File: config.mk
export PLATFORM = sky130hd
export DESIGN_NAME = tia_fifo
export DESIGN_NICKNAME = d
export VERILOG_FILES = /design/src/hdl/typed_integer_alu_top_assert.svh /design/src/hdl/tia_pkg.sv /design/src/hdl/tia_fifo.sv
export SDC_FILE = /design/constraint.sdc
export NUM_CORES = 1
export LEC_CHECK = 0
export BUFFER_PORTS_ARGS = -buffer_cell sky130_fd_sc_hd__buf_2
export CAP_MARGIN = 20
export CORE_UTILIZATION = 50
export CTS_CLUSTER_DIAMETER = 80
export DETAILED_ROUTE_END_ITERATION = 8
export HOLD_SLACK_MARGIN = 0.08
export PLACE_DENSITY = 0.74
export SLEW_MARGIN = 20
export SYNTH_ARGS = -nofsm -noshare
export SYNTH_HDL_FRONTEND = slang
export SYNTH_SLANG_ARGS = --single-unit
File: constraint.sdc
create_clock -name i_clk -period 17.81 [get_ports i_clk]
set_input_delay 2.6715 -clock i_clk [delete_from_list [all_inputs] [get_ports i_clk]]
set_output_delay 2.6715 -clock i_clk [all_outputs]
set_load 0.1 [all_outputs]
File: src/hdl/typed_integer_alu_top_assert.svh
// Assertion macros used by the typed integer ALU top file.
`ifndef TYPED_INTEGER_ALU_TOP_ASSERT_SVH
`define TYPED_INTEGER_ALU_TOP_ASSERT_SVH

// Same-cycle implication, checked outside reset
`define TIA_ASSERT_NOW(lbl, ante, cons, msg) \
    lbl: assert property (@(posedge i_clk) disable iff (!i_rst_n) (ante) |-> (cons)) \
        else $error(msg);

// Next-cycle implication, checked outside reset
`define TIA_ASSERT_NEXT(lbl, ante, cons, msg) \
    lbl: assert property (@(posedge i_clk) disable iff (!i_rst_n) (ante) |=> (cons)) \
        else $error(msg);

`endif

File: src/hdl/tia_pkg.sv
// ----------------------------------------------------------------------------
// tia_pkg
// Types, opcodes and helpers shared by the typed integer ALU.
// ----------------------------------------------------------------------------
`default_nettype none

package tia_pkg;

    localparam int DataW     = 64;
    localparam int DivSteps  = 64;
    localparam int NumStg    = DivSteps + 4;
    localparam int FifoDepth = 4;
    localparam int FifoAw    = 2;
    localparam int CntW      = 3;
    localparam int InTdataW  = 144;

    localparam logic [4:0] CMD_ADD     = 5'd0;
    localparam logic [4:0] CMD_SUB     = 5'd1;
    localparam logic [4:0] CMD_MUL     = 5'd2;
    localparam logic [4:0] CMD_DIV     = 5'd3;
    localparam logic [4:0] CMD_MOD     = 5'd4;
    localparam logic [4:0] CMD_AND     = 5'd5;
    localparam logic [4:0] CMD_OR      = 5'd6;
    localparam logic [4:0] CMD_XOR     = 5'd7;
    localparam logic [4:0] CMD_BITNOT  = 5'd8;
    localparam logic [4:0] CMD_NEG     = 5'd9;
    localparam logic [4:0] CMD_SHL     = 5'd10;
    localparam logic [4:0] CMD_SHR     = 5'd11;
    localparam logic [4:0] CMD_EQ      = 5'd12;
    localparam logic [4:0] CMD_NE      = 5'd13;
    localparam logic [4:0] CMD_LT      = 5'd14;
    localparam logic [4:0] CMD_LE      = 5'd15;
    localparam logic [4:0] CMD_GT      = 5'd16;
    localparam logic [4:0] CMD_GE      = 5'd17;
    localparam logic [4:0] CMD_LNOT    = 5'd18;
    localparam logic [4:0] CMD_CAST    = 5'd19;
    localparam logic [4:0] CMD_BITCAST = 5'd20;
    localparam logic [4:0] CMD_BOX     = 5'd21;

    localparam logic [1:0] WC_8  = 2'd0;
    localparam logic [1:0] WC_16 = 2'd1;
    localparam logic [1:0] WC_32 = 2'd2;
    localparam logic [1:0] WC_64 = 2'd3;

    typedef enum logic [1:0] {
        KIND_SIMPLE,
        KIND_MUL,
        KIND_DIV,
        KIND_MOD
    } t_kind;

    // One classified request as it waits in the queue
    typedef struct packed {
        t_kind             kind;
        logic [1:0]        wc;
        logic              sgn;
        logic              ext;
        logic              na;
        logic              nb;
        logic              dz;
        logic [DataW-1:0]  opa;
        logic [DataW-1:0]  opb;
        logic [DataW-1:0]  res;
    } t_entry;

    // One slot of the execution pipeline
    typedef struct packed {
        logic              vld;
        t_entry            e;
        logic [DataW-1:0]  rem;
    } t_stage;

    typedef struct packed {
        logic              full;
        logic              empty;
        logic [CntW-1:0]   count;
    } t_fifo_stat;

    // Low bits of v at the coded width, sign- or zero-extended to 64 bits
    function automatic logic [DataW-1:0] ext_w(input logic [DataW-1:0] v,
                                               input logic [1:0] wc,
                                               input logic s);
        logic [DataW-1:0] r;
        unique case (wc)
            WC_8:    r = {{56{s & v[7]}},  v[7:0]};
            WC_16:   r = {{48{s & v[15]}}, v[15:0]};
            WC_32:   r = {{32{s & v[31]}}, v[31:0]};
            default: r = v;
        endcase
        return r;
    endfunction

    function automatic logic [DataW-1:0] mask_w(input logic [1:0] wc);
        logic [DataW-1:0] r;
        unique case (wc)
            WC_8:    r = 64'h0000_0000_0000_00FF;
            WC_16:   r = 64'h0000_0000_0000_FFFF;
            WC_32:   r = 64'h0000_0000_FFFF_FFFF;
            default: r = '1;
        endcase
        return r;
    endfunction

    function automatic logic [6:0] bits_w(input logic [1:0] wc);
        return 7'(7'd8 << wc);
    endfunction

endpackage

`default_nettype wire

File: src/hdl/tia_fifo.sv
// ----------------------------------------------------------------------------
// tia_fifo
// Short request queue between the decode front and the execution pipeline.
// ----------------------------------------------------------------------------
`default_nettype none

module tia_fifo (
    input  wire logic                  i_clk,
    input  wire logic                  i_rst_n,
    input  wire logic                  i_push,
    input  wire tia_pkg::t_entry       i_entry,
    input  wire logic                  i_pop,
    output tia_pkg::t_entry            o_head,
    output tia_pkg::t_fifo_stat        o_stat
);
    import tia_pkg::*;

    t_entry            r_mem [FifoDepth];
    logic [FifoAw-1:0] r_wptr, r_rptr;
    logic [CntW-1:0]   r_count;

    assign o_head       = r_mem[r_rptr];
    assign o_stat.count = r_count;
    assign o_stat.full  = r_count == CntW'(FifoDepth);
    assign o_stat.empty = r_count == '0;

    // Write the incoming request
    always_ff @(posedge i_clk) begin
        if (i_push) begin
            r_mem[r_wptr] <= i_entry;
        end
    end

    // Advance pointers and occupancy
    always_ff @(posedge i_clk) begin
        if (!i_rst_n) begin
            r_wptr  <= '0;
            r_rptr  <= '0;
            r_count <= '0;
        end else begin
            if (i_push) begin
                r_wptr <= r_wptr + 1'b1;
            end
            if (i_pop) begin
                r_rptr <= r_rptr + 1'b1;
            end
            if (i_push && !i_pop) begin
                r_count <= r_count + 1'b1;
            end else if (!i_push && i_pop) begin
                r_count <= r_count - 1'b1;
            end
        end
    end

endmodule

`default_nettype wire

# ---- Yosys cells after proc, flatten, opt, wreduce, memory -nomap -nowiden
# Memories as Yosys holds them, arrays and structs flattened. A register that Yosys moved wholly into a read port is not among the register bits.
# Index checks and enable logic that the tools add are counted.
dict set report totals {
  ramBits 804
  memories 1
  elab_cells 21
  ff_bits 7
}
# name words width rd rd_clocked_by_memory_dff write_ports line_no
set memory_table {}
lappend memory_table {r_mem 4 201 1 1 1 tia_fifo.sv:18} ;# t_entry r_mem [FifoDepth];
dict set report classes {
  n_addsub 4
  n_reduce_logical 6
  n_mux 6
  eq_ne 1
}
# cell n
set ops {}
lappend ops {{3-bit 2-to-1 mux} 2}
lappend ops {{2-bit by 1-bit adder with 2-bit output (second input constant)} 2}
lappend ops {{2-bit 2-to-1 mux} 2}
lappend ops {{3-bit by 1-bit adder with 3-bit output (second input constant)} 1}
lappend ops {{3-bit == test (second input constant)} 1}
lappend ops {{3-bit zero test} 1}
lappend ops {{3-bit by 1-bit subtractor with 3-bit output (second input constant)} 1}
lappend ops {{1-bit logical AND} 2}
lappend ops {{1-bit zero test} 2}
lappend ops {{1-bit 2-to-1 mux} 2}
lappend ops {{2-bit nonzero test} 1}

# ---- Logic depth before layout (Yosys ltp)
dict set report depth {
  depth_word 4
  mapped_depth 7
  mapped_depth_nobuf 7
}

# ---- Worst setup path before layout
# Ideal clock, no wire load.
dict set report synth_path {
  path_type {in2reg}
  from {input i_push}
  to {memory r_mem[0][0] in the netlist's numbering (enable)}
  path_stages 1
  arrival_ps 7231
  slack_ps 9993
  required_ps 17225
  cell_sequence {and2_1}
}
dict set report synth_via {
  elab_chain_cells 2
}
# element line_no
set synth_lines {}
lappend synth_lines {{start: declaration} tia_fifo.sv:10} ;# input wire logic i_push,
lappend synth_lines {{1-bit 2-to-1 mux} tia_fifo.sv:29} ;# if (i_push) begin
lappend synth_lines {{1-bit 2-to-1 mux (implied by the code)} tia_fifo.sv:30} ;# r_mem[r_wptr] <= i_entry;
lappend synth_lines {{end: declaration} tia_fifo.sv:18}
# Every way passes these cells.

==> run metrics <==
status finished, final reports clean; synthesis warning total 0; Worst EP arrival between 3000 and 4000 ps; Setup CP Type flip-flop to output pin; Routed WL roughly 57,000 um; setup TNS 0 ps; overall routing resource usage 0.189; cell count after synthesis 1,093; P&R area growth vs syn 17.7%; nets about 1,800; max-cap violation count 0; CTS tree built; HP Class flip-flop to flip-flop; Setup Skew 17.4 ps; final setup fails 0; Slew @ Worst Pin approximately 1100 ps; NetSw between 1 and 1.5 mW; Root Buffer clkbuf_16; # Post-CTS Setup Buffers 0; post-synthesis area per instance around 27 sq um; H-tree depth 3; pin count of the biggest net entering global routing approximately 120; Comb pwr share 0.186; Max IR drop VDD 0.125 mV; Die W 246 um; io pins approximately 410; layout cells sized above 1 0.463; post-cts sizing count 0; post-synthesis sequential area ratio 0.820; Wirelength per Cell roughly 24 um; Reg power frac 0.469; clock-pin slew on the worst setup and hold paths approximately 60 ps; Clock Power Share 0.345; core region area about 58,000 sq um; DP HPWL roughly 34,000 um; DR vias/cell approximately 5.5; Skew-Pair Late Insertion Delay between 600 and 700 ps; Num CTS Buffers between 80 and 90; Yosys cell types 22; DRC errors left 0; RSZ-0062 raised after global routing false; vias ~13,000; WP data required roughly 15,000 ps; Tot Pwr between 4 and 5 mW; Initial Utilization 0.510; CTS max path bufs 3; Cell Area, Synth a little under 30,000 sq um; Syn Nets 1,304; pwr dens ~140 nW/um^2; Die ar. 60,300 sq um; nature of the critical path startpoint flip-flop; cell row count 88; Slew HR 0.273; Initial DRT Pass Iterations 4; Clock Sinks 813; register bit total from synthesis roughly 810; endpoint class of the critical path output pin; Final Cycle Share 0.347; number of port buffers slightly above 400; vias in the first global route 14,000; ANT nets after route 0; sw frac 0.300; remaining global-route overflow 0; initial antenna violation count 14; RePlAce Congestion 0.741; Highest Clock Rate between 150 and 200 MHz; min cycle time layout just over 6000 ps; Cell Int Power 3.33 mW; hold buffers post-CTS 0; die height roughly 250 um; Max Transition Viols Final 0; crit-path max FO 117; LEAKAGE about 12 nW; first-pass GRT wire length 84,800 um; final hold violation count 0; Detailed Route Iter0 Violations around 900
## per-stage QoR
step / area [sq um] / setup WS, ps / instances / utilization / hold slack [ps]
2_1_floorplan: 29700 / 9990 / 1093 / - / 528
3_3_place_gp: 32300 / 12100 / 2239 / 0.555 / 515
3_5_place_dp: 32300 / 12130 / 2239 / 0.555 / 516
4_1_cts: 34900 / 11460 / 2383 / 0.600 / 527
5_1_grt: 34900 / 11330 / 2385 / 0.600 / 570
6_report: 34900 / 11640 / 2391 / 0.600 / 528
## area by class of cell
| type | instances | area (sq um) |
|---|---|---|
| Inverter | 4 | 15.0 |
| Fill cell | 4024 | 23200 |
| Clock inverter | 48 | 454 |
| Tap cell | 765 | 957 |
| Multi-Input combinational cell | 231 | 4790 |
| Timing Repair Buffer | 427 | 2210 |
| Sequential cell | 813 | 24300 |
| Antenna cell | 7 | 17.5 |
| Clock buffer | 96 | 2130 |
## critical path, stage by stage (launching register included)
cell	delay [ps]
dfxtp_4	1000
buf_12	760
mux4_2	630
buf_2	310
## power by group through the flow
| stage | Sequential (mW) | Combinational [mW] | Clock, mW |
|---|---|---|---|
| 6_report | 2.23 | 0.886 | 1.64 |
| 3_3_place_gp | 2.27 | 0.883 | 0 |
| 2_1_floorplan | 2.28 | 0.750 | 0 |
| 5_1_grt | 2.24 | 0.915 | 1.75 |
| 4_1_cts | 2.24 | 0.891 | 1.68 |
| 3_5_place_dp | 2.28 | 0.888 | 0 |
## sequential cells by signal (all words and copies together), names as in the netlist, named ones only
| register | cells |
|---|---|
| r_count | 3 |
| r_mem | 804 |
| r_rptr | 2 |
| r_wptr | 2 |
## per-layer routing
metal	routed length, um	track usage	vias up
li1	-	-	5693
met1	21700	0.241	6967
met2	28800	0.309	472
met3	5090	0.0632	90
met4	1090	0.0559	16
met5	99	0	-
## cell usage in the layout, fill, tap and decap left out, types with 2 or more instances in the layout
cell type,Yosys,final
edfxtp_1,804,804
buf_2,19,410
mux4_2,201,201
clkbuf_16,0,83
clkinv_2,0,17
clkinv_1,0,16
buf_4,1,15
clkbuf_1,3,13
diode_2,0,7
bufinv_16,0,7
dfxtp_1,9,7
and2_1,9,5
ha_1,5,5
inv_1,4,4
and2_4,0,4
inv_6,0,4
xor2_1,3,3
xnor2_1,2,2
mux2i_1,2,2
nor2b_1,2,2
dfxtp_4,0,2
inv_16,0,2
## synthesized netlist by cell type (all sizes together)
master  count  area, sq um
edfxtp    804        24100
mux4      201         4530
buf        42          534
and2        9         56.3
dfxtp       9          180
ha          5         62.6
inv         4         15.0
clkbuf      3         11.3
xor2        3         26.3
mux2i       2         20.0
nor2b       2         12.5
xnor2       2         17.5
a21boi      1         7.51
fa          1         20.0
nand2       1         3.75
nor3        1         5.00
nor3b       1         7.51
o21ai       1         5.00
or3         1         6.26
## logic make-up after synthesis
group / synth area share
mux: 0.153
fa+ha+maj: 0.00278
flops: 0.820
compound gates: 0.000422
buf+inv: 0.0189
xor+xnor: 0.00148
simple gates: 0.00308
## final timing paths
path                                      to  slack (ps)       start  depth (start not counted)
worst max-delay path             o_head[110]       11640   flip-flop                          3
worst min-delay path              r_count[2]         530  r_count[2]                          2
worst max register to register  r_mem[0][49]       14750   r_wptr[0]                          5
worst min register to register    r_count[2]         530  r_count[2]                          2
Note: power is estimated with default switching activity, not from simulation.
